<file path="src/sv/lsed_pkg.sv">
// ----------------------------------------------------------------------------
// lsed_pkg
// shared widths, codes, reset values and types of the line-scan edge and line
// detector
// ----------------------------------------------------------------------------
package lsed_pkg;

    // default module parameters
    localparam int LINE_PIXELS_DEF   = 128;
    localparam int MAX_EDGES_DEF     = 16;
    localparam int DIFF_DISTANCE_DEF = 2;

    // payload and register widths
    localparam int PIX_W    = 8;
    localparam int POS_W    = 7;   // edge position and line width
    localparam int LPOS_W   = 8;   // centred line position
    localparam int CNT_O_W  = 5;   // reported edge count
    localparam int KIND_W   = 2;
    localparam int THR_W    = 8;
    localparam int MARGIN_W = 6;
    localparam int LW_W     = 7;
    localparam int OFS_W    = 7;
    localparam int WIN_W    = 9;   // window compare width, holds index + margin
    localparam int ADDR_W   = 5;
    localparam int DATA_W   = 32;
    localparam int RIDX_W   = 3;

    // register index map, byte address is 4 * index
    localparam logic [RIDX_W-1:0] REG_EDGE_THRESHOLD = 3'd0;
    localparam logic [RIDX_W-1:0] REG_MARGIN         = 3'd1;
    localparam logic [RIDX_W-1:0] REG_MIN_LINE_WIDTH = 3'd2;
    localparam logic [RIDX_W-1:0] REG_MAX_LINE_WIDTH = 3'd3;
    localparam logic [RIDX_W-1:0] REG_MIN_START_GAP  = 3'd4;
    localparam logic [RIDX_W-1:0] REG_MAX_START_GAP  = 3'd5;
    localparam logic [RIDX_W-1:0] REG_CENTER_OFFSET  = 3'd6;

    // register reset values
    localparam logic [THR_W-1:0]    RST_EDGE_THRESHOLD = 8'd15;
    localparam logic [MARGIN_W-1:0] RST_MARGIN         = 6'd2;
    localparam logic [LW_W-1:0]     RST_MIN_LINE_WIDTH = 7'd3;
    localparam logic [LW_W-1:0]     RST_MAX_LINE_WIDTH = 7'd20;
    localparam logic [LW_W-1:0]     RST_MIN_START_GAP  = 7'd3;
    localparam logic [LW_W-1:0]     RST_MAX_START_GAP  = 7'd20;
    localparam logic [OFS_W-1:0]    RST_CENTER_OFFSET  = 7'd0;

    // frame kinds
    localparam logic [KIND_W-1:0] KIND_NONE  = 2'd0;
    localparam logic [KIND_W-1:0] KIND_LINE  = 2'd1;
    localparam logic [KIND_W-1:0] KIND_ERROR = 2'd2;
    localparam logic [KIND_W-1:0] KIND_START = 2'd3;

    // start marker tracking codes
    localparam logic [1:0] MARK_IDLE     = 2'd0;
    localparam logic [1:0] MARK_GAP      = 2'd1;
    localparam logic [1:0] MARK_GAP_LINE = 2'd2;

    // edge event from the edge unit to the line judge
    typedef struct packed {
        logic               hit;        // edge found on this pixel
        logic               rising;
        logic               have_prev;  // an earlier edge exists in the frame
        logic [POS_W-1:0]   pos;
        logic [CNT_O_W-1:0] count;      // edge count including this pixel
    } edge_evt_t;

endpackage

</file>
<file path="src/sv/lsed_sample_if.sv">
// ----------------------------------------------------------------------------
// lsed_sample_if
// pixel channel: one camera sample per beat
// ----------------------------------------------------------------------------
interface lsed_sample_if;

    logic                        valid;
    logic                        ready;
    logic [lsed_pkg::PIX_W-1:0]  pixel;
    logic                        last_pixel;

    modport source (output valid, output pixel, output last_pixel, input ready);
    modport sink   (input valid, input pixel, input last_pixel, output ready);

endinterface

</file>
<file path="src/sv/lsed_result_if.sv">
// ----------------------------------------------------------------------------
// lsed_result_if
// frame result channel: one beat per scan line
// ----------------------------------------------------------------------------
interface lsed_result_if;

    logic                               valid;
    logic                               ready;
    logic [lsed_pkg::KIND_W-1:0]        frame_kind;
    logic signed [lsed_pkg::LPOS_W-1:0] line_position;
    logic [lsed_pkg::POS_W-1:0]         line_width;
    logic [lsed_pkg::CNT_O_W-1:0]       edge_count;

    modport source (output valid, output frame_kind, output line_position,
                    output line_width, output edge_count, input ready);
    modport sink   (input valid, input frame_kind, input line_position,
                    input line_width, input edge_count, output ready);

endinterface

</file>
<file path="src/sv/line_scan_edge_line_detector_unit.sv">
// ----------------------------------------------------------------------------
// line_scan_edge_line_detector_unit
// a last pixel is judged from the input register into the result register
// throughput: one pixel per cycle, set by the edge and pair judge
// a result waiting on the output stalls only a following last pixel
// reset: asynchronous active-low rst_n clears frame state, delay line and
// registers to their default values
// ----------------------------------------------------------------------------
module line_scan_edge_line_detector_unit #(
    parameter int LINE_PIXELS   = lsed_pkg::LINE_PIXELS_DEF,
    parameter int MAX_EDGES     = lsed_pkg::MAX_EDGES_DEF,
    parameter int DIFF_DISTANCE = lsed_pkg::DIFF_DISTANCE_DEF
) (
    input  logic                         clk,
    input  logic                         rst_n,
    lsed_sample_if.sink                  sample,
    lsed_result_if.source                result,
    input  logic                         psel,
    input  logic                         penable,
    input  logic                         pwrite,
    input  logic [lsed_pkg::ADDR_W-1:0]  paddr,
    input  logic [lsed_pkg::DATA_W-1:0]  pwdata,
    output logic [lsed_pkg::DATA_W-1:0]  prdata,
    output logic                         pready
);

    localparam int POS_W  = lsed_pkg::POS_W;
    localparam int LPOS_W = lsed_pkg::LPOS_W;
    localparam int KIND_W = lsed_pkg::KIND_W;
    localparam int DATA_W = lsed_pkg::DATA_W;
    localparam logic [LPOS_W-1:0] HALF_PIX = LPOS_W'(LINE_PIXELS / 2);

    // configuration registers
    logic [lsed_pkg::THR_W-1:0]    edge_threshold_reg;
    logic [lsed_pkg::MARGIN_W-1:0] margin_reg;
    logic [lsed_pkg::LW_W-1:0]     min_line_width_reg;
    logic [lsed_pkg::LW_W-1:0]     max_line_width_reg;
    logic [lsed_pkg::LW_W-1:0]     min_start_gap_reg;
    logic [lsed_pkg::LW_W-1:0]     max_start_gap_reg;
    logic [lsed_pkg::OFS_W-1:0]    center_offset_reg;

    logic                          cfg_wr;
    logic [lsed_pkg::RIDX_W-1:0]   cfg_idx;

    // input stage
    logic                          in_valid_reg, in_valid_next;
    logic [lsed_pkg::PIX_W-1:0]    pixel_reg;
    logic                          last_reg;
    logic                          step;

    // frame state
    logic [POS_W-1:0]              prev_pos_reg, prev_pos_next;
    logic                          prev_rising_reg, prev_rising_next;
    logic [1:0]                    marker_reg, marker_next;
    logic [KIND_W-1:0]             kind_reg, kind_next;
    logic [LPOS_W-1:0]             position_reg, position_next;
    logic [POS_W-1:0]              width_reg, width_next;

    // result stage
    logic                          out_valid_reg, out_valid_next;
    logic [KIND_W-1:0]             out_kind_reg;
    logic [LPOS_W-1:0]             out_position_reg;
    logic [POS_W-1:0]              out_width_reg;
    logic [lsed_pkg::CNT_O_W-1:0]  out_count_reg;

    lsed_pkg::edge_evt_t           evt;
    logic [POS_W-1:0]              pair_width;
    logic [POS_W:0]                pair_sum;
    logic                          line_ok;
    logic                          gap_ok;

    // ------------------------------------------------------------------------
    // configuration port
    // ------------------------------------------------------------------------
    assign pready  = 1'b1;
    assign cfg_wr  = psel && penable && pwrite;
    assign cfg_idx = paddr[lsed_pkg::ADDR_W-1:2];

    always_ff @(posedge clk or negedge rst_n)
    begin
        if (!rst_n)
        begin
            edge_threshold_reg <= lsed_pkg::RST_EDGE_THRESHOLD;
            margin_reg         <= lsed_pkg::RST_MARGIN;
            min_line_width_reg <= lsed_pkg::RST_MIN_LINE_WIDTH;
            max_line_width_reg <= lsed_pkg::RST_MAX_LINE_WIDTH;
            min_start_gap_reg  <= lsed_pkg::RST_MIN_START_GAP;
            max_start_gap_reg  <= lsed_pkg::RST_MAX_START_GAP;
            center_offset_reg  <= lsed_pkg::RST_CENTER_OFFSET;
        end
        else if (cfg_wr)
        begin
            unique case (cfg_idx)
                lsed_pkg::REG_EDGE_THRESHOLD: edge_threshold_reg <= pwdata[7:0];
                lsed_pkg::REG_MARGIN:         margin_reg         <= pwdata[5:0];
                lsed_pkg::REG_MIN_LINE_WIDTH: min_line_width_reg <= pwdata[6:0];
                lsed_pkg::REG_MAX_LINE_WIDTH: max_line_width_reg <= pwdata[6:0];
                lsed_pkg::REG_MIN_START_GAP:  min_start_gap_reg  <= pwdata[6:0];
                lsed_pkg::REG_MAX_START_GAP:  max_start_gap_reg  <= pwdata[6:0];
                lsed_pkg::REG_CENTER_OFFSET:  center_offset_reg  <= pwdata[6:0];
                default:                      ;
            endcase
        end
    end

    // register read back
    always_comb
    begin
        unique case (cfg_idx)
            lsed_pkg::REG_EDGE_THRESHOLD: prdata = DATA_W'(edge_threshold_reg);
            lsed_pkg::REG_MARGIN:         prdata = DATA_W'(margin_reg);
            lsed_pkg::REG_MIN_LINE_WIDTH: prdata = DATA_W'(min_line_width_reg);
            lsed_pkg::REG_MAX_LINE_WIDTH: prdata = DATA_W'(max_line_width_reg);
            lsed_pkg::REG_MIN_START_GAP:  prdata = DATA_W'(min_start_gap_reg);
            lsed_pkg::REG_MAX_START_GAP:  prdata = DATA_W'(max_start_gap_reg);
            lsed_pkg::REG_CENTER_OFFSET:
                prdata = {{(DATA_W-lsed_pkg::OFS_W){center_offset_reg[lsed_pkg::OFS_W-1]}},
                          center_offset_reg};
            default:                      prdata = '0;
        endcase
    end

    // ------------------------------------------------------------------------
    // input register; a last pixel waits while the result stage is full
    // ------------------------------------------------------------------------
    assign step          = in_valid_reg && (!last_reg || !out_valid_reg || result.ready);
    assign sample.ready  = !in_valid_reg || step;
    assign in_valid_next = (sample.valid && sample.ready) || (in_valid_reg && !step);

    always_ff @(posedge clk or negedge rst_n)
    begin
        if (!rst_n)
        begin
            in_valid_reg <= 1'b0;
        end
        else
        begin
            in_valid_reg <= in_valid_next;
        end
    end

    always_ff @(posedge clk)
    begin
        if (sample.valid && sample.ready)
        begin
            pixel_reg <= sample.pixel;
            last_reg  <= sample.last_pixel;
        end
    end

    // ------------------------------------------------------------------------
    // edge detection
    // ------------------------------------------------------------------------
    lsed_edge_unit #(
        .LINE_PIXELS   (LINE_PIXELS),
        .MAX_EDGES     (MAX_EDGES),
        .DIFF_DISTANCE (DIFF_DISTANCE)
    ) u_edge (
        .clk            (clk),
        .rst_n          (rst_n),
        .step           (step),
        .pixel          (pixel_reg),
        .last_pixel     (last_reg),
        .edge_threshold (edge_threshold_reg),
        .margin         (margin_reg),
        .evt            (evt)
    );

    // ------------------------------------------------------------------------
    // pair judge: falling-rising is a line, rising-falling is a gap
    // ------------------------------------------------------------------------
    always_comb
    begin
        pair_width = evt.pos - prev_pos_reg;
        pair_sum   = {1'b0, evt.pos} + {1'b0, prev_pos_reg};
        line_ok    = evt.hit && evt.have_prev && !prev_rising_reg && evt.rising &&
                     (pair_width > min_line_width_reg) && (pair_width < max_line_width_reg);
        gap_ok     = evt.hit && evt.have_prev && prev_rising_reg && !evt.rising &&
                     (pair_width > min_start_gap_reg) && (pair_width < max_start_gap_reg);
    end

    always_comb
    begin
        prev_pos_next    = prev_pos_reg;
        prev_rising_next = prev_rising_reg;
        marker_next      = marker_reg;
        kind_next        = kind_reg;
        position_next    = position_reg;
        width_next       = width_reg;
        if (line_ok)
        begin
            position_next = LPOS_W'(pair_sum[POS_W:1]) - HALF_PIX -
                            {center_offset_reg[lsed_pkg::OFS_W-1], center_offset_reg};
            width_next    = pair_width;
            kind_next     = (kind_reg == lsed_pkg::KIND_NONE) ? lsed_pkg::KIND_LINE
                                                              : lsed_pkg::KIND_ERROR;
            marker_next   = (marker_reg == lsed_pkg::MARK_GAP) ? lsed_pkg::MARK_GAP_LINE
                                                               : lsed_pkg::MARK_IDLE;
        end
        if (gap_ok)
        begin
            if (marker_reg == lsed_pkg::MARK_GAP_LINE)
            begin
                kind_next = lsed_pkg::KIND_START;
            end
            marker_next = lsed_pkg::MARK_GAP;
        end
        if (evt.hit)
        begin
            prev_pos_next    = evt.pos;
            prev_rising_next = evt.rising;
        end
    end

    // frame state, cleared once the last pixel is judged
    always_ff @(posedge clk or negedge rst_n)
    begin
        if (!rst_n)
        begin
            prev_pos_reg    <= '0;
            prev_rising_reg <= 1'b0;
            marker_reg      <= lsed_pkg::MARK_IDLE;
            kind_reg        <= lsed_pkg::KIND_NONE;
            position_reg    <= '0;
            width_reg       <= '0;
        end
        else if (step)
        begin
            if (last_reg)
            begin
                prev_pos_reg    <= '0;
                prev_rising_reg <= 1'b0;
                marker_reg      <= lsed_pkg::MARK_IDLE;
                kind_reg        <= lsed_pkg::KIND_NONE;
                position_reg    <= '0;
                width_reg       <= '0;
            end
            else
            begin
                prev_pos_reg    <= prev_pos_next;
                prev_rising_reg <= prev_rising_next;
                marker_reg      <= marker_next;
                kind_reg        <= kind_next;
                position_reg    <= position_next;
                width_reg       <= width_next;
            end
        end
    end

    // ------------------------------------------------------------------------
    // result register
    // ------------------------------------------------------------------------
    assign out_valid_next = (step && last_reg) || (out_valid_reg && !result.ready);

    always_ff @(posedge clk or negedge rst_n)
    begin
        if (!rst_n)
        begin
            out_valid_reg <= 1'b0;
        end
        else
        begin
            out_valid_reg <= out_valid_next;
        end
    end

    always_ff @(posedge clk)
    begin
        if (step && last_reg)
        begin
            out_kind_reg     <= kind_next;
            out_position_reg <= position_next;
            out_width_reg    <= width_next;
            out_count_reg    <= evt.count;
        end
    end

    assign result.valid         = out_valid_reg;
    assign result.frame_kind    = out_kind_reg;
    assign result.line_position = out_position_reg;
    assign result.line_width    = out_width_reg;
    assign result.edge_count    = out_count_reg;

    // ------------------------------------------------------------------------
    // assertions
    // ------------------------------------------------------------------------

    // a result beat appears only from a judged last pixel
    a_result_from_last : assert property (@(posedge clk) disable iff (!rst_n)
        (!out_valid_reg && !(step && last_reg)) |=> !out_valid_reg)
        else $error("result appeared without a last pixel");

    // a pending pixel is not overwritten while it waits
    a_input_hold : assert property (@(posedge clk) disable iff (!rst_n)
        (in_valid_reg && !step) |=> (in_valid_reg && $stable(pixel_reg) && $stable(last_reg)))
        else $error("pending pixel lost");

    // any kind other than none comes with a recorded line width
    a_kind_has_width : assert property (@(posedge clk) disable iff (!rst_n)
        (out_valid_reg && (out_kind_reg != lsed_pkg::KIND_NONE)) |-> (out_width_reg != '0))
        else $error("line kind reported without a line width");

    // edge count stays within the edge limit
    a_count_limit : assert property (@(posedge clk) disable iff (!rst_n)
        out_valid_reg |-> ((MAX_EDGES > 31) || (out_count_reg <= MAX_EDGES)))
        else $error("edge count above limit");

endmodule

</file>
<file path="src/sv/lsed_edge_unit.sv">
// ----------------------------------------------------------------------------
// lsed_edge_unit
// sample delay line, pixel index, window check, derivative threshold, edge
// skip and edge counter; reports one edge event per processed pixel
// ----------------------------------------------------------------------------
module lsed_edge_unit #(
    parameter int LINE_PIXELS   = lsed_pkg::LINE_PIXELS_DEF,
    parameter int MAX_EDGES     = lsed_pkg::MAX_EDGES_DEF,
    parameter int DIFF_DISTANCE = lsed_pkg::DIFF_DISTANCE_DEF
) (
    input  logic                          clk,
    input  logic                          rst_n,
    input  logic                          step,
    input  logic [lsed_pkg::PIX_W-1:0]    pixel,
    input  logic                          last_pixel,
    input  logic [lsed_pkg::THR_W-1:0]    edge_threshold,
    input  logic [lsed_pkg::MARGIN_W-1:0] margin,
    output lsed_pkg::edge_evt_t           evt
);

    localparam int IDX_W  = $clog2(LINE_PIXELS + 1);
    localparam int CNT_W  = $clog2(MAX_EDGES + 1);
    localparam int SKIP_W = $clog2(DIFF_DISTANCE + 1);
    localparam int WIN_W  = lsed_pkg::WIN_W;
    localparam int PIX_W  = lsed_pkg::PIX_W;

    logic [PIX_W-1:0]  delay_reg [DIFF_DISTANCE];
    logic [IDX_W-1:0]  idx_reg, idx_next;
    logic [SKIP_W-1:0] skip_reg, skip_next;
    logic [CNT_W-1:0]  cnt_reg, cnt_next;

    logic              in_line;
    logic              win_ok;
    logic [PIX_W:0]    diff;
    logic [PIX_W:0]    mag;
    logic              hit;

    // derivative against the sample DIFF_DISTANCE pixels back
    always_comb
    begin
        in_line = idx_reg < IDX_W'(LINE_PIXELS);
        win_ok  = (WIN_W'(idx_reg) >= WIN_W'(margin) + WIN_W'(DIFF_DISTANCE)) &&
                  (WIN_W'(idx_reg) + WIN_W'(margin) < WIN_W'(LINE_PIXELS));
        diff    = {1'b0, pixel} - {1'b0, delay_reg[DIFF_DISTANCE-1]};
        mag     = diff[PIX_W] ? ((PIX_W+1)'(0) - diff) : diff;
        hit     = step && in_line && (skip_reg == '0) && win_ok &&
                  (cnt_reg < CNT_W'(MAX_EDGES)) && (mag > {1'b0, edge_threshold});
    end

    // index, skip and count update, cleared after the last pixel
    always_comb
    begin
        idx_next  = idx_reg;
        skip_next = skip_reg;
        cnt_next  = cnt_reg;
        if (step && in_line)
        begin
            if (skip_reg != '0)
            begin
                skip_next = skip_reg - SKIP_W'(1);
            end
            else if (hit)
            begin
                skip_next = SKIP_W'(DIFF_DISTANCE);
                cnt_next  = cnt_reg + CNT_W'(1);
            end
            idx_next = idx_reg + IDX_W'(1);
        end
        if (step && last_pixel)
        begin
            idx_next  = '0;
            skip_next = '0;
            cnt_next  = '0;
        end
    end

    // edge event
    always_comb
    begin
        evt.hit       = hit;
        evt.rising    = ~diff[PIX_W];
        evt.have_prev = cnt_reg != '0;
        evt.pos       = lsed_pkg::POS_W'(idx_reg);
        evt.count     = lsed_pkg::CNT_O_W'(cnt_reg + CNT_W'(hit));
    end

    // state registers
    always_ff @(posedge clk or negedge rst_n)
    begin
        if (!rst_n)
        begin
            idx_reg  <= '0;
            skip_reg <= '0;
            cnt_reg  <= '0;
            for (int i = 0; i < DIFF_DISTANCE; i++)
            begin
                delay_reg[i] <= '0;
            end
        end
        else if (step)
        begin
            idx_reg      <= idx_next;
            skip_reg     <= skip_next;
            cnt_reg      <= cnt_next;
            delay_reg[0] <= pixel;
            for (int i = 1; i < DIFF_DISTANCE; i++)
            begin
                delay_reg[i] <= delay_reg[i-1];
            end
        end
    end

endmodule

</file>
<file path="src/flat_wrapper.sv">
// flat-port wrapper written by rule: the top's interface ports become plain ports
module line_scan_edge_line_detector_unit_flat 
#(
    parameter int LINE_PIXELS   = lsed_pkg::LINE_PIXELS_DEF,
    parameter int MAX_EDGES     = lsed_pkg::MAX_EDGES_DEF,
    parameter int DIFF_DISTANCE = lsed_pkg::DIFF_DISTANCE_DEF
)
  (clk, rst_n, psel, penable, pwrite, paddr, pwdata, prdata, pready, sample_valid, sample_pixel, sample_last_pixel, sample_ready, result_valid, result_frame_kind, result_line_position, result_line_width, result_edge_count, result_ready);
  lsed_sample_if sample_i ();
  lsed_result_if result_i ();
  input  logic clk;
  input  logic rst_n;
  input  logic psel;
  input  logic penable;
  input  logic pwrite;
  input  logic [lsed_pkg::ADDR_W-1:0] paddr;
  input  logic [lsed_pkg::DATA_W-1:0] pwdata;
  output logic [lsed_pkg::DATA_W-1:0] prdata;
  output logic pready;
  input wire logic [$bits(sample_i.valid)-1:0] sample_valid;
  input wire logic [$bits(sample_i.pixel)-1:0] sample_pixel;
  input wire logic [$bits(sample_i.last_pixel)-1:0] sample_last_pixel;
  output wire logic [$bits(sample_i.ready)-1:0] sample_ready;
  output wire logic [$bits(result_i.valid)-1:0] result_valid;
  output wire logic [$bits(result_i.frame_kind)-1:0] result_frame_kind;
  output wire logic [$bits(result_i.line_position)-1:0] result_line_position;
  output wire logic [$bits(result_i.line_width)-1:0] result_line_width;
  output wire logic [$bits(result_i.edge_count)-1:0] result_edge_count;
  input wire logic [$bits(result_i.ready)-1:0] result_ready;
  assign sample_i.valid = sample_valid;
  assign sample_i.pixel = sample_pixel;
  assign sample_i.last_pixel = sample_last_pixel;
  assign sample_ready = sample_i.ready;
  assign result_valid = result_i.valid;
  assign result_frame_kind = result_i.frame_kind;
  assign result_line_position = result_i.line_position;
  assign result_line_width = result_i.line_width;
  assign result_edge_count = result_i.edge_count;
  assign result_i.ready = result_ready;
  line_scan_edge_line_detector_unit #(.LINE_PIXELS(LINE_PIXELS), .MAX_EDGES(MAX_EDGES), .DIFF_DISTANCE(DIFF_DISTANCE)) u_core (.clk(clk), .rst_n(rst_n), .sample(sample_i), .result(result_i), .psel(psel), .penable(penable), .pwrite(pwrite), .paddr(paddr), .pwdata(pwdata), .prdata(prdata), .pready(pready));
endmodule
</file>
<file path="config.mk">
export PLATFORM = sky130hd
export DESIGN_NAME = line_scan_edge_line_detector_unit_flat
export DESIGN_NICKNAME = d
export VERILOG_FILES = /design/src/sv/lsed_pkg.sv /design/src/sv/lsed_sample_if.sv /design/src/sv/lsed_result_if.sv /design/src/sv/line_scan_edge_line_detector_unit.sv /design/src/sv/lsed_edge_unit.sv /design/src/flat_wrapper.sv
export SDC_FILE = /design/constraint.sdc
export NUM_CORES = 1
export LEC_CHECK = 0
export BUFFER_PORTS_ARGS = -buffer_cell sky130_fd_sc_hd__buf_4
export CAP_MARGIN = 15
export CORE_UTILIZATION = 50
export DETAILED_ROUTE_END_ITERATION = 6
export PLACE_DENSITY = 0.68
export SYNTH_ARGS = -nofsm -noshare
export SYNTH_HDL_FRONTEND = slang
export SYNTH_SLANG_ARGS = --single-unit
</file>
<file path="constraint.sdc">
create_clock -name clk -period 5.9 [get_ports clk]
set_clock_uncertainty 0.1 [all_clocks]
set_input_delay 1.18 -clock clk [delete_from_list [all_inputs] [get_ports clk]]
set_output_delay 1.18 -clock clk [all_outputs]
set_load 0.02 [all_outputs]
</file>
Yosys cells after proc, flatten, opt, wreduce, memory -nomap -nowiden
Cells that the tools add are included.

Latch bits: 0. Word-level logic and storage cells: 141. Memory bits (writable): 0. Input port bits: 53. Bits in read-only memories: 0. Output and inout bits: 57. Register bits after elaboration: 140. Memories kept: 0.

$lt $le $gt $ge: 9. Shift-type cells: 0. Div/mod/pow operators: 0. Muxes and demuxes: 29. Reduce and logical (&&, ||, !) cells: 55. $mul: 0. Equality and inequality tests: 9. $add $sub $neg: 12. Bitwise operators: 1.

Operator list (count): 32-bit case mux with 7 select lines (1); 8-bit two-way mux (4); 7-bit two-way mux (4); 2-bit two-way mux (13); 1-bit logical AND (22); 5-bit two-way mux (4); 2-bit AND reduction (10); 7-bit > comparator (2); 7-bit less-than comparator (2); 8-bit by 6-bit adder with 9-bit output (1); 3-bit equality test (second input constant) (3); 9-bit by 8-bit > comparator with 1-bit output (1); 9-bit by 8-bit less-than comparator with 1-bit output (second input constant) (1); 9-bit two-way mux (1); 1-bit by 9-bit subtractor with 9-bit output (first input constant) (1); 8-bit by 8-bit subtractor with 9-bit output (1); 7-bit by 7-bit adder with 8-bit output (1); 8-bit by 1-bit adder with 8-bit output (second input constant) (1); 8-bit by 7-bit >= comparator with 1-bit output (1); 8-bit less-than comparator (second input constant) (1); 2-bit nonzero test (4); 7-bit by 7-bit subtractor with 8-bit output (second input constant) (1); 8-bit subtractor (1); 6-bit by 2-bit adder with 7-bit output (second input constant) (1); 20 further kinds (33).

Depth between registers and ports, before layout
Gate-level depths: netlist (run 1).

Word-level depth: 18. Depth in mapped cells: 20. Mapped depth without buffers: 20.

By module
A second synthesis (run 1) with hierarchy kept.

Cell total of the unflattened synthesis: 915. Area, all modules: 8982.4 µm².

By module, submodules not included: line_scan_edge_line_detector_unit (cells each 623, times used 1, area an instance 6344.8 µm², sequential area each 2899.0 µm²); lsed_edge_unit (cells each 292, times used 1, area an instance 2637.5 µm², sequential area each 775.7 µm²).

Worst setup path before layout (run 1)
OpenSTA, ideal clock, no wires.

Kind: in2out. Start: input port paddr[3] (netlist bit). End: output port prdata[10] (netlist bit). Buffers on the path: 4. Stages: 6. Data required time: 4.620 ns. Data arrival time: 3.538 ns. Slack: 1.082 ns. Cells stage by stage: clkbuf_1 -> buf_1 -> clkbuf_1 -> nand2_1 -> nor2_1 -> buf_4.

Cells in the longest elaborated chain, start to end: 2. Elaborated cells between the ends (all ways): 8. Classes of those cells: eq/ne (6); mux (1); reduce/logical (1).

Ends and longest elaborated chain: from (decl) (line flat_wrapper.sv:16) `input logic [lsed_pkg::ADDR_W-1:0] paddr;`; 3-bit equality test (tied with other cells) (line line_scan_edge_line_detector_unit.sv:109) `unique case (cfg_idx)`; 32-bit case mux with 7 select lines * (line line_scan_edge_line_detector_unit.sv:109); to (decl) (line flat_wrapper.sv:18) `output logic [lsed_pkg::DATA_W-1:0] prdata;`.

Every way passes the cells marked *; elsewhere a longest branch is shown, timed or not.

Final worst setup path (run 1)
Start: register u_core.pixel_reg[0] (netlist bit). End: register u_core.out_position_reg[7], in the netlist u_core.result.line_position[7] (data pin).

Cells in the longest elaborated chain, start to end: 11. Elaborated cells between the ends (all ways): 12. Classes of those cells: add/sub (2); order compare (1); mux (2); bitwise (1); reduce/logical (6).

Ends and longest elaborated chain: from (decl) (line line_scan_edge_line_detector_unit.sv:47) `logic [lsed_pkg::PIX_W-1:0] pixel_reg;`; from (signal assigned) (line line_scan_edge_line_detector_unit.sv:146) `pixel_reg <= sample.pixel;`; 8-bit by 8-bit subtractor with 9-bit output * (line lsed_edge_unit.sv:44) `diff = {1'b0, pixel} - {1'b0, delay_reg[DIFF_DISTANCE-1]};`; 1-bit by 9-bit subtractor with 9-bit output (line lsed_edge_unit.sv:45) `mag = diff[PIX_W] ? ((PIX_W+1)'(0) - diff) : diff;`; 9-bit two-way mux (line lsed_edge_unit.sv:45); 9-bit by 8-bit > comparator with 1-bit output (line lsed_edge_unit.sv:47) `(cnt_reg < CNT_W'(MAX_EDGES)) && (mag > {1'b0, edge_threshold});`; 1-bit logical AND (line lsed_edge_unit.sv:47); 1-bit logical AND (2 in a row) (line line_scan_edge_line_detector_unit.sv:176) `line_ok = evt.hit && evt.have_prev && !prev_rising_reg && evt.rising &&`; 1-bit logical AND * (2 in a row) (line line_scan_edge_line_detector_unit.sv:176); 1-bit logical AND * (line line_scan_edge_line_detector_unit.sv:177) `(pair_width > min_line_width_reg) && (pair_width < max_line_width_reg);`; 8-bit two-way mux * (line line_scan_edge_line_detector_unit.sv:190) `if (line_ok)`; named net u_core.position_next[7] (line line_scan_edge_line_detector_unit.sv:56) `logic [LPOS_W-1:0] position_reg, position_next;`; to (signal assigned) (line line_scan_edge_line_detector_unit.sv:272) `out_position_reg <= position_next;`; to (decl) (line line_scan_edge_line_detector_unit.sv:62) `logic [LPOS_W-1:0] out_position_reg;`.

Mark *: on every way through the listed nets, which the timed path passes. The rest lies on a longest branch. A chain may end at the register's enable or synchronous reset.

==> results.sh, run 1 <==
export IMPL_netlist_top_cells_area="dfrtp_1, ha_1, edfxtp_1, nand2_1, mux2_2"
export IMPL_fillers=1508
export IMPL_worstMarginPinSlew_ps=942
export IMPL_layout_commonest_cell="nand2_1"
export IMPL_reg2reg_slack_ps=850
export IMPL_setup_worst_path_start="u_core.pixel_reg[0]"
export IMPL_hold_viol=0
export IMPL_slew_headroom_pct=35.5
export IMPL_ys_warn_count=0
export IMPL_end_kind="flip-flop"
export IMPL_area_growth_syn_to_layout_pct=14.8
export IMPL_drc=0
export IMPL_die_w_um=135
export IMPL_antenna_left=0
export IMPL_layout_cells_non_filler=1184
export IMPL_portBuffers=82
export IMPL_first_global_vias=6271
export IMPL_cts_hold_buf=0
export IMPL_grt_max_degree=60
export IMPL_detail_route_first_pass_iterations=5
export IMPL_largest_reg_flops=16
export IMPL_die_area_mm2=0.0181
export IMPL_rr_worst_depth=16
export IMPL_vias=6518
export IMPL_critical_path_max_fanout=10
export IMPL_synthArstFlopShare_pct=77.9
export IMPL_cts_buffer_depth=2
export IMPL_hpwl_um=14600
export IMPL_layout_common_cells="nand2_1, dfrtp_1, ha_1, buf_4, inv_1"
export IMPL_synth_top_cell_area_share_pct=27.3
export IMPL_rsz0062_at_grt="no"
export IMPL_design_core_area_mm2=0.0172
export IMPL_final_setup_tns_ps=0
export IMPL_gp_congestion=0.868
export IMPL_avgSynthCellArea_um2=9.89
export IMPL_die_y_um=135
export IMPL_final_max_slew_violation_count=0
export IMPL_timing_rr_end="u_core.result.line_position[7]"
export IMPL_synth_top_area_cell="dfrtp_1"
export IMPL_ys_flop_type="dfrtp_1"
export IMPL_hold_path_cell_count=2
export IMPL_hold_class="flip-flop to flip-flop"
export IMPL_critPathArrivalTime_ps=5120
export IMPL_grt_overflow=0
export IMPL_wl_um=19900
export IMPL_drtIter0Drc=496
export IMPL_worstPathRequired_ps=5970
export IMPL_status="complete, no violations"
export IMPL_ys_types=76
export IMPL_synthesis_area_mm2=0.00879
export IMPL_grt_usage_pct=23.4
export IMPL_multi_input_area_mm2=0.00451
export IMPL_fin_crit_ps=5050
export IMPL_r2r_start="u_core.pixel_reg[0]"
export IMPL_seq_area_mm2=0.00367
export IMPL_wl_per_cell_um=16.8
export IMPL_ys_ff_latch=140
export IMPL_vdd_drop_max_mv=0.198
export IMPL_period_share_pct=85.7
export IMPL_post_cts_buffers=0
export IMPL_cts_tree="yes"
export IMPL_initial_core_util_pct=51.0
export IMPL_detail_route_vias_per_cell=5.51
export IMPL_clock_sinks=140
export IMPL_insertedDiodeCount=0
export IMPL_clk_latency_ps=430
export IMPL_post_cts_resized=0
export IMPL_hold_end="u_core.u_edge.delay_reg[0]"
export IMPL_cts_root_buf="clkbuf_16"
export IMPL_yosysSeqAreaShare_pct=41.8
export IMPL_maxCapViolations=0
export IMPL_synth_fp_nets=1035
export IMPL_dp_cells=1151
export IMPL_io_pins=110
export IMPL_drive_gt1_share_pct=19.5
export IMPL_clkTransAtPathRegs_ps=60
export IMPL_core_rowCount=48
export IMPL_leakagePower_nw=4.78
export IMPL_grt_pass1_wl_um=32400
export IMPL_htree_levels=4
export IMPL_syn_inst=889
export IMPL_min_from="u_core.u_edge.delay_reg[8]"
export IMPL_p_per_area_mw_per_mm2=352
export IMPL_setup_viol=0
export IMPL_numCtsBuffers=17
export IMPL_final_nets=1092
export IMPL_worst_setup_path_type="flip-flop to flip-flop"
export IMPL_max_clock_freq_ghz=0.198
export IMPL_synth_edff_count=31
export IMPL_antenna_found_initial=0
export IMPL_cp_start_kind="flip-flop"
==> worst max-delay path by stage <==
stage	slack [ps]	endpoint	cells after the start
CTS	800	u_core.result.edge_count[4]	18
global placement	870	u_core.result.edge_count[4]	18
global route	330	u_core.width_reg[1]	16
detailed placement	810	u_core.result.edge_count[4]	18
finish	850	u_core.result.line_position[7]	16
floorplan	1080	prdata[10]	6
==> stage by stage <==
stage	setup slack (ps)	total power [mW]	cell area [µm²]	util (%)	hold WS, ps
6_report	845	3.55	10100	58.6	364
5_1_grt	326	3.78	10100	58.6	401
4_1_cts	800	3.57	10100	58.4	367
3_5_place_dp	812	2.43	9450	54.8	352
3_3_place_gp	875	2.40	9450	54.8	348
2_1_floorplan	1080	2.09	8790	-	339
==> cells by family (layout without fill, tap and decap cells) <==
kind of cell	count (synthesis)	in the layout	synth area share, %
AOI/OAI and AO/OA	195	195	15.1
xor gates and xnor gates	35	35	3.49
and+or+nand+nor	244	244	13.1
buffers and inverters	136	206	6.91
DFF	140	140	41.8
muxes	45	45	6.00
adders and majority gates	93	93	13.6
other	1	1	0.0426
==> cells in the mapped netlist, types with 6 or more instances <==
cell	count
nand3_1	20
nand2_1	122
edfxtp_1	31
mux2i_1	10
xor2_1	8
nand4_1	7
a211oi_1	7
a21oi_1	30
xnor2_1	27
o21ai_0	70
buf_4	24
inv_1	84
dfrtp_1	96
a21o_1	12
nor2_1	39
mux2_2	32
ha_1	89
buf_2	6
a31oi_1	6
clkbuf_1	21
nor2b_1	6
or3_1	8
a22o_1	16
dfstp_2	13
==> worst max-delay path: stages (launching register included) <==
cell and delay (ps):
edfxtp_1 350, inv_1 80, ha_1 160, inv_1 50, fa_1 400, a21o_2 230
a221oi_1 410, o21a_1 520, o21ai_0 230, xnor2_1 190, ha_1 300, nand4_1 120
a21oi_1 170, o221ai_2 320, or4_1 670, nor3_1 420, nor2_1 70
==> routing by layer <==
metal	vias up	share of wire (%)	routed length [µm]	GRT usage, %
met5	-	0	0	0
met4	0	2.0	388	8.05
met3	33	5.2	1040	5.11
met2	173	47	9370	38.0
met1	3103	46	9060	30.8
li1	3209	-	-	-
==> layout make-up <==
type	instances	share of cell area [%]
Inverter	84	3.12
Clock inverter	12	1.69
Timing Repair Buffer	90	6.89
Multi-Input combinational cell	613	44.7
Tap cell	225	2.79
Sequential cell	140	36.4
Clock buffer	20	4.42
==> report_power, final <==
part	switching [mW]	internal, mW
combinational	0.697	0.500
sequential	0.101	1.13
clock	0.409	0.715
Note: power is estimated with default switching activity, not from simulation.
==> run 2: changes to the inputs <==
ABC_AREA = 1   (was default)
==> run 2 against run 1 <==
Against the previous run:
- first-iteration DRC count is 29% lower
- combinational power is 7% lower
- setup slack improved by 620 ps
- global-route usage fell by 0.41 points
- critical endpoint is now u_core.marker_reg[1]
- flip-flop and latch count unchanged
- synthesized area grew 1.1%
- die area increased by 1.1%
==> results.sh, run 2 <==
export IMPL_status="complete, no violations"
export IMPL_hpwl_um=14600
export IMPL_portBuffers=82
export IMPL_max_clock_freq_ghz=0.226
export IMPL_path_cells="inv_1 > ha_1 > inv_1 > fa_1 > a31oi_1 > nor2_1 > nor2_1 > o21bai_1 > xor2_1 > inv_1 > ha_1 > nand2_1 > nor2_1 > nand2_1 > o211ai_1 > nand4_2 > a21oi_4 > nand4_4 > nand3_1 > nand2_1 > nand2_1 > nand2_1"
export IMPL_vias=6959
export IMPL_final_setup_tns_ps=0
export IMPL_ys_ff_latch=140
export IMPL_numCtsBuffers=17
export IMPL_wl_per_cell_um=14.6
export IMPL_clock_sinks=140
export IMPL_detail_route_vias_per_cell=5.15
export IMPL_fin_crit_ps=4430
export IMPL_setup_viol=0
export IMPL_cts_buffer_depth=2
export IMPL_post_cts_resized=0
export IMPL_cts_tree="yes"
export IMPL_cts_hold_buf=0
export IMPL_r2r_start="u_core.u_edge.idx_reg[0]"
export IMPL_final_max_slew_violation_count=0
export IMPL_rr_worst_depth=22
export IMPL_detail_route_first_pass_iterations=5
export IMPL_grt_max_degree=66
export IMPL_core_rowCount=48
export IMPL_clkTransAtPathRegs_ps=50
export IMPL_fin_area_mm2=0.0101
export IMPL_vdd_drop_max_mv=0.219
export IMPL_synth_xor_area_share_pct=2.56
export IMPL_area_growth_syn_to_layout_pct=13.5
export IMPL_syn_inst=1053
export IMPL_gp_congestion=0.872
export IMPL_cpMostUsedCell="nand2_1"
export IMPL_netlist_top_cells_area="dfrtp_1, ha_1, nand2_1, edfxtp_1, inv_1"
export IMPL_antenna_left=0
export IMPL_grt_usage_pct=23.0
export IMPL_final_nets=1260
export IMPL_wl_um=19700
export IMPL_postPlaceCellArea_mm2=0.00953
export IMPL_ys_top_cells_by_count="nand2_1, inv_1, dfrtp_1"
export IMPL_drive_gt1_share_pct=16.1
export IMPL_synthesis_area_mm2=0.00889
export IMPL_synth_edff_count=31
export IMPL_synth_compound_gate_area_share_pct=11.9
export IMPL_worst_setup_path_type="flip-flop to flip-flop"
export IMPL_grt_overflow=0
export IMPL_cts_root_buf="clkbuf_16"
export IMPL_period_share_pct=75.1
export IMPL_initial_core_util_pct=51.2
export IMPL_io_pins=110
export IMPL_end_kind="flip-flop"
export IMPL_largest_reg_flops=16
export IMPL_hold_path_cell_count=2
export IMPL_synth_simple_area_share_pct=20.6
export IMPL_fillers=1563
export IMPL_drtIter0Drc=352
export IMPL_grt_pass1_wl_um=32300
export IMPL_worstMarginPinSlew_ps=958
export IMPL_synth_fa_ha_area_share_pct=13.4
export IMPL_clk_latency_ps=430
export IMPL_yosysSeqAreaShare_pct=41.3
export IMPL_ys_flop_type="dfrtp_1"
export IMPL_slew_headroom_pct=35.6
export IMPL_critical_path_max_fanout=31
export IMPL_post_cts_buffers=0
export IMPL_worst_path_max_delay_cell="nand4_4"
export IMPL_die_y_um=135
export IMPL_drc=0
export IMPL_htree_levels=4
export IMPL_synth_top_area_cell="dfrtp_1"
export IMPL_synth_fp_nets=1199
export IMPL_rsz0062_at_grt="no"
export IMPL_ys_types=55
export IMPL_insertedDiodeCount=0
export IMPL_first_global_vias=6602
export IMPL_worstPathRequired_ps=6110
export IMPL_cp_start_kind="flip-flop"
export IMPL_antenna_found_initial=0
export IMPL_critPathMaxStageDelay_ps=470
export IMPL_die_area_mm2=0.0183
export IMPL_die_w_um=135
export IMPL_timing_rr_end="u_core.marker_reg[1]"
export IMPL_layout_common_cells="nand2_1, inv_1, dfrtp_1, ha_1, buf_4"
export IMPL_avgSynthCellArea_um2=8.44
export IMPL_synth_top_family_by_area="simple AND/OR/NAND/NOR gates"
export IMPL_setup_worst_path_start="u_core.u_edge.idx_reg[0]"
export IMPL_synthMuxAreaShare_pct=0
export IMPL_hold_viol=0
export IMPL_hold_class="flip-flop to flip-flop"
export IMPL_design_core_area_mm2=0.0174
export IMPL_leakagePower_nw=5.19
export IMPL_ys_warn_count=0
export IMPL_synth_most_common_cell="nand2_1"
export IMPL_synthArstFlopShare_pct=77.9
export IMPL_p_per_area_mw_per_mm2=334
export IMPL_synth_top_cell_area_share_pct=27.0
export IMPL_critPathArrivalTime_ps=4640
export IMPL_reg2reg_slack_ps=1470
export IMPL_maxCapViolations=0
export IMPL_layout_commonest_cell="nand2_1"
export IMPL_critical_path_endpoint="u_core.marker_reg[1]"
run 2: logic make-up after synthesis:
family	Yosys count
other	1
adders and majority gates	93
AOI/OAI and AO/OA	178
buffers and inverters	209
and+or+nand+nor	406
DFF	140
xor gates and xnor gates	26
run 2: routing by layer:
| metal | part of all wire [%] | vias to the layer above | track usage [%] |
|---|---|---|---|
| met5 | 0 | - | 0 |
| met3 | 4.2 | 28 | 4.34 |
| met2 | 50 | 138 | 39.3 |
| li1 | - | 3533 | - |
| met1 | 44 | 3260 | 28.8 |
| met4 | 1.8 | 0 | 8.30 |
run 2: area by class of cell:
class                   instances  area, µm²  share of cell area (%)
repair buffers                 85        638                    6.32
inverters                     166        626                    6.20
clock inverters                 7       66.3                   0.657
multi-input cells             704       4310                    42.7
clock buffers                  25        497                    4.92
flip-flops and latches        140       3670                    36.4
well taps                     225        282                    2.79
run 2: worst min path at each step:
stage                                start                      to
floorplan             u_core.marker_reg[1]    u_core.marker_reg[1]
global placement      u_core.marker_reg[1]    u_core.marker_reg[1]
detailed placement    u_core.marker_reg[1]    u_core.marker_reg[1]
CTS                   u_core.marker_reg[1]    u_core.marker_reg[1]
global route        u_core.position_reg[1]  u_core.position_reg[1]
finish                u_core.marker_reg[1]    u_core.marker_reg[1]
run 2: critical path: cells and delay by family, from the launching register on:
kind	cells	cell delay, ps
AND/OR/NAND/NOR	11	1500
AO/OA/AOI/OAI	4	670
XOR/XNOR	1	310
buffers and inverters	3	430
flip-flops	1	410
adder cells (fa/ha/maj)	3	900
run 2: through the flow:
stage	instances	util (%)	setup slack, ps	total power, mW	hold WS [ps]
after floorplan	1053	-	1620	2.04	342
after global placement	1320	54.9	1500	2.32	358
after detailed placement	1320	54.9	1460	2.35	361
after CTS	1352	58.1	1470	3.39	374
after global routing	1352	58.1	1080	3.59	395
final	1352	58.1	1470	3.37	372
run 2: power by group:
| part | switching (mW) | total (mW) | internal (mW) |
|---|---|---|---|
| Clock | 0.414 | 1.04 | 0.625 |
| Combinational | 0.714 | 1.12 | 0.410 |
| Sequential | 0.0833 | 1.21 | 1.13 |
==> run 3: changes to the inputs <==
clock period = 4.5 ns   (was 5.9 ns; I/O delays follow)
==> run 3 against run 2 <==
Against the previous run:
- critical path depth grew 5
- core utilization grew 0.49 points
- flip-flop and latch count is the same
- via count grew 0.52%
- clock-buffer cell count shrank 1
- setup slack lost 1100 ps
- maximum frequency grew 7.7%
- power grew 33%
- critical path type unchanged
==> results.sh, run 3 (synthesis gave the netlist of run 2 again) <==
export IMPL_critical_path_max_fanout=11
export IMPL_io_pins=110
export IMPL_final_setup_tns_ps=0
export IMPL_area_growth_syn_to_layout_pct=14.5
export IMPL_antenna_left=0
export IMPL_slew_headroom_pct=45.5
export IMPL_cts_root_buf="clkbuf_16"
export IMPL_highest_layer="met4"
export IMPL_grt_pass1_wl_um=32900
export IMPL_vias=6995
export IMPL_htree_levels=4
export IMPL_drive_gt1_share_pct=16.8
export IMPL_reg2reg_slack_ps=380
export IMPL_hold_class="flip-flop to flip-flop"
export IMPL_worstPathRequired_ps=4580
export IMPL_final_nets=1267
export IMPL_wl_um=19900
export IMPL_die_w_um=135
export IMPL_die_y_um=135
export IMPL_final_max_slew_violation_count=0
export IMPL_detail_route_first_pass_iterations=5
export IMPL_setup_viol=0
export IMPL_p_per_area_mw_per_mm2=439
export IMPL_clkTransAtPathRegs_ps=60
export IMPL_timing_rr_end="u_core.result.edge_count[4]"
export IMPL_core_rowCount=48
export IMPL_drtIter0Drc=348
export IMPL_layout_common_cells="nand2_1, inv_1, dfrtp_1, buf_4, ha_1"
export IMPL_rsz0062_at_grt="no"
export IMPL_clock_sinks=140
export IMPL_setup_worst_path_start="u_core.pixel_reg[0]"
export IMPL_vdd_drop_max_mv=0.314
export IMPL_cts_tree="yes"
export IMPL_fillers=1550
export IMPL_numCtsBuffers=17
export IMPL_hold_viol=0
export IMPL_detail_route_vias_per_cell=5.15
export IMPL_end_kind="flip-flop"
export IMPL_clk_latency_ps=430
export IMPL_drt_met1_wl_um=9100
export IMPL_cp_start_kind="flip-flop"
export IMPL_insertedDiodeCount=0
export IMPL_fin_crit_ps=4120
export IMPL_antenna_found_initial=0
export IMPL_whs_ps=378
export IMPL_first_global_vias=6796
export IMPL_worstMarginPinSlew_ps=817
export IMPL_design_core_area_mm2=0.0174
export IMPL_hold_path_cell_count=2
export IMPL_rr_worst_depth=27
export IMPL_grt_overflow=0
export IMPL_worst_setup_path_type="flip-flop to flip-flop"
export IMPL_r2r_start="u_core.pixel_reg[0]"
export IMPL_status="complete, no violations"
export IMPL_wl_met3_um=729
export IMPL_die_area_mm2=0.0183
export IMPL_wl_met2_um=9760
export IMPL_critPathArrivalTime_ps=4190
export IMPL_critical_path_endpoint="u_core.result.edge_count[4]"
export IMPL_wl_per_cell_um=14.7
export IMPL_portBuffers=82
export IMPL_hpwl_um=14800
export IMPL_power_total_mw=4.47
export IMPL_gp_congestion=0.862
export IMPL_initial_core_util_pct=51.2
export IMPL_leakagePower_nw=5.23
export IMPL_period_share_pct=91.4
export IMPL_layout_commonest_cell="nand2_1"
export IMPL_maxCapViolations=0
export IMPL_cts_buffer_depth=2
export IMPL_grt_usage_pct=23.4
export IMPL_drc=0
export IMPL_grt_max_degree=57
export IMPL_max_clock_freq_ghz=0.243
export IMPL_largest_reg_flops=16
-- run 3: layer usage --
| metal | vias to the layer above | track usage [%] |
|---|---|---|
| li1 | 3546 | - |
| met1 | 3281 | 30.0 |
| met2 | 138 | 39.8 |
| met4 | 0 | 7.43 |
| met5 | - | 0 |
| met3 | 30 | 4.34 |
-- run 3: through the flow --
stage | instances | setup WS [ps] | util, % | area (µm²)
6_report | 1359 | 385 | 58.6 | 10200
5_1_grt | 1359 | 32.7 | 58.6 | 10200
4_1_cts | 1359 | 265 | 58.6 | 10200
3_5_place_dp | 1327 | 286 | 55.2 | 9580
3_3_place_gp | 1327 | 301 | 55.2 | 9580
2_1_floorplan | 1053 | 677 | - | 8890
-- run 3: worst min-delay path by stage --
stage | start | to
2_1_floorplan | u_core.marker_reg[1] | u_core.marker_reg[1]
3_3_place_gp | u_core.u_edge.delay_reg[8] | u_core.u_edge.delay_reg[0]
3_5_place_dp | u_core.u_edge.delay_reg[14] | u_core.u_edge.delay_reg[14]
4_1_cts | u_core.u_edge.delay_reg[8] | u_core.u_edge.delay_reg[0]
5_1_grt | u_core.u_edge.delay_reg[8] | u_core.u_edge.delay_reg[0]
6_report | u_core.u_edge.delay_reg[8] | u_core.u_edge.delay_reg[0]
-- run 3: critical path, stage by stage (launching register included) --
cell and delay [ps]:
edfxtp_1 370, inv_1 90, ha_1 140, inv_1 70, fa_1 410, or2_1 240
and2_4 150, inv_1 100, nand3_1 100, nand3b_1 180, nand2_1 80, xor2_1 140
inv_1 70, ha_1 260, nand2_1 40, inv_1 60, nand2_1 50, nand2_1 50
nand2_1 40, nand2_1 50, nand2_1 90, nand2_4 120, nand2_4 140, inv_4 130
ha_1 170, ha_1 180, nand3_1 100, xor2_1 150
-- run 3: what timing repair did --
item,4_1_cts,5_1_grt
resized for setup,0,3
hold buffers,0,0
endpoints found under the setup margin,0,1
buffers inserted,0,0
-- run 3: power by group --
part	switching, mW	internal, mW	leakage (nW)
registers	0.111	1.48	1.67
clock network	0.555	0.843	0.281
logic	0.942	0.542	3.28
total	1.61	2.86	5.23
-- run 3: final cells by class --
cell class                      count  area (µm²)  share of cell area, %
Multi-Input combinational cell    704        4310                   42.4
Sequential cell                   140        3670                   36.1
Timing Repair Buffer               92         691                   6.79
Inverter                          166         631                   6.20
Clock buffer                       24         504                   4.96
Tap cell                          225         282                   2.77
Clock inverter                      8        81.3                  0.799
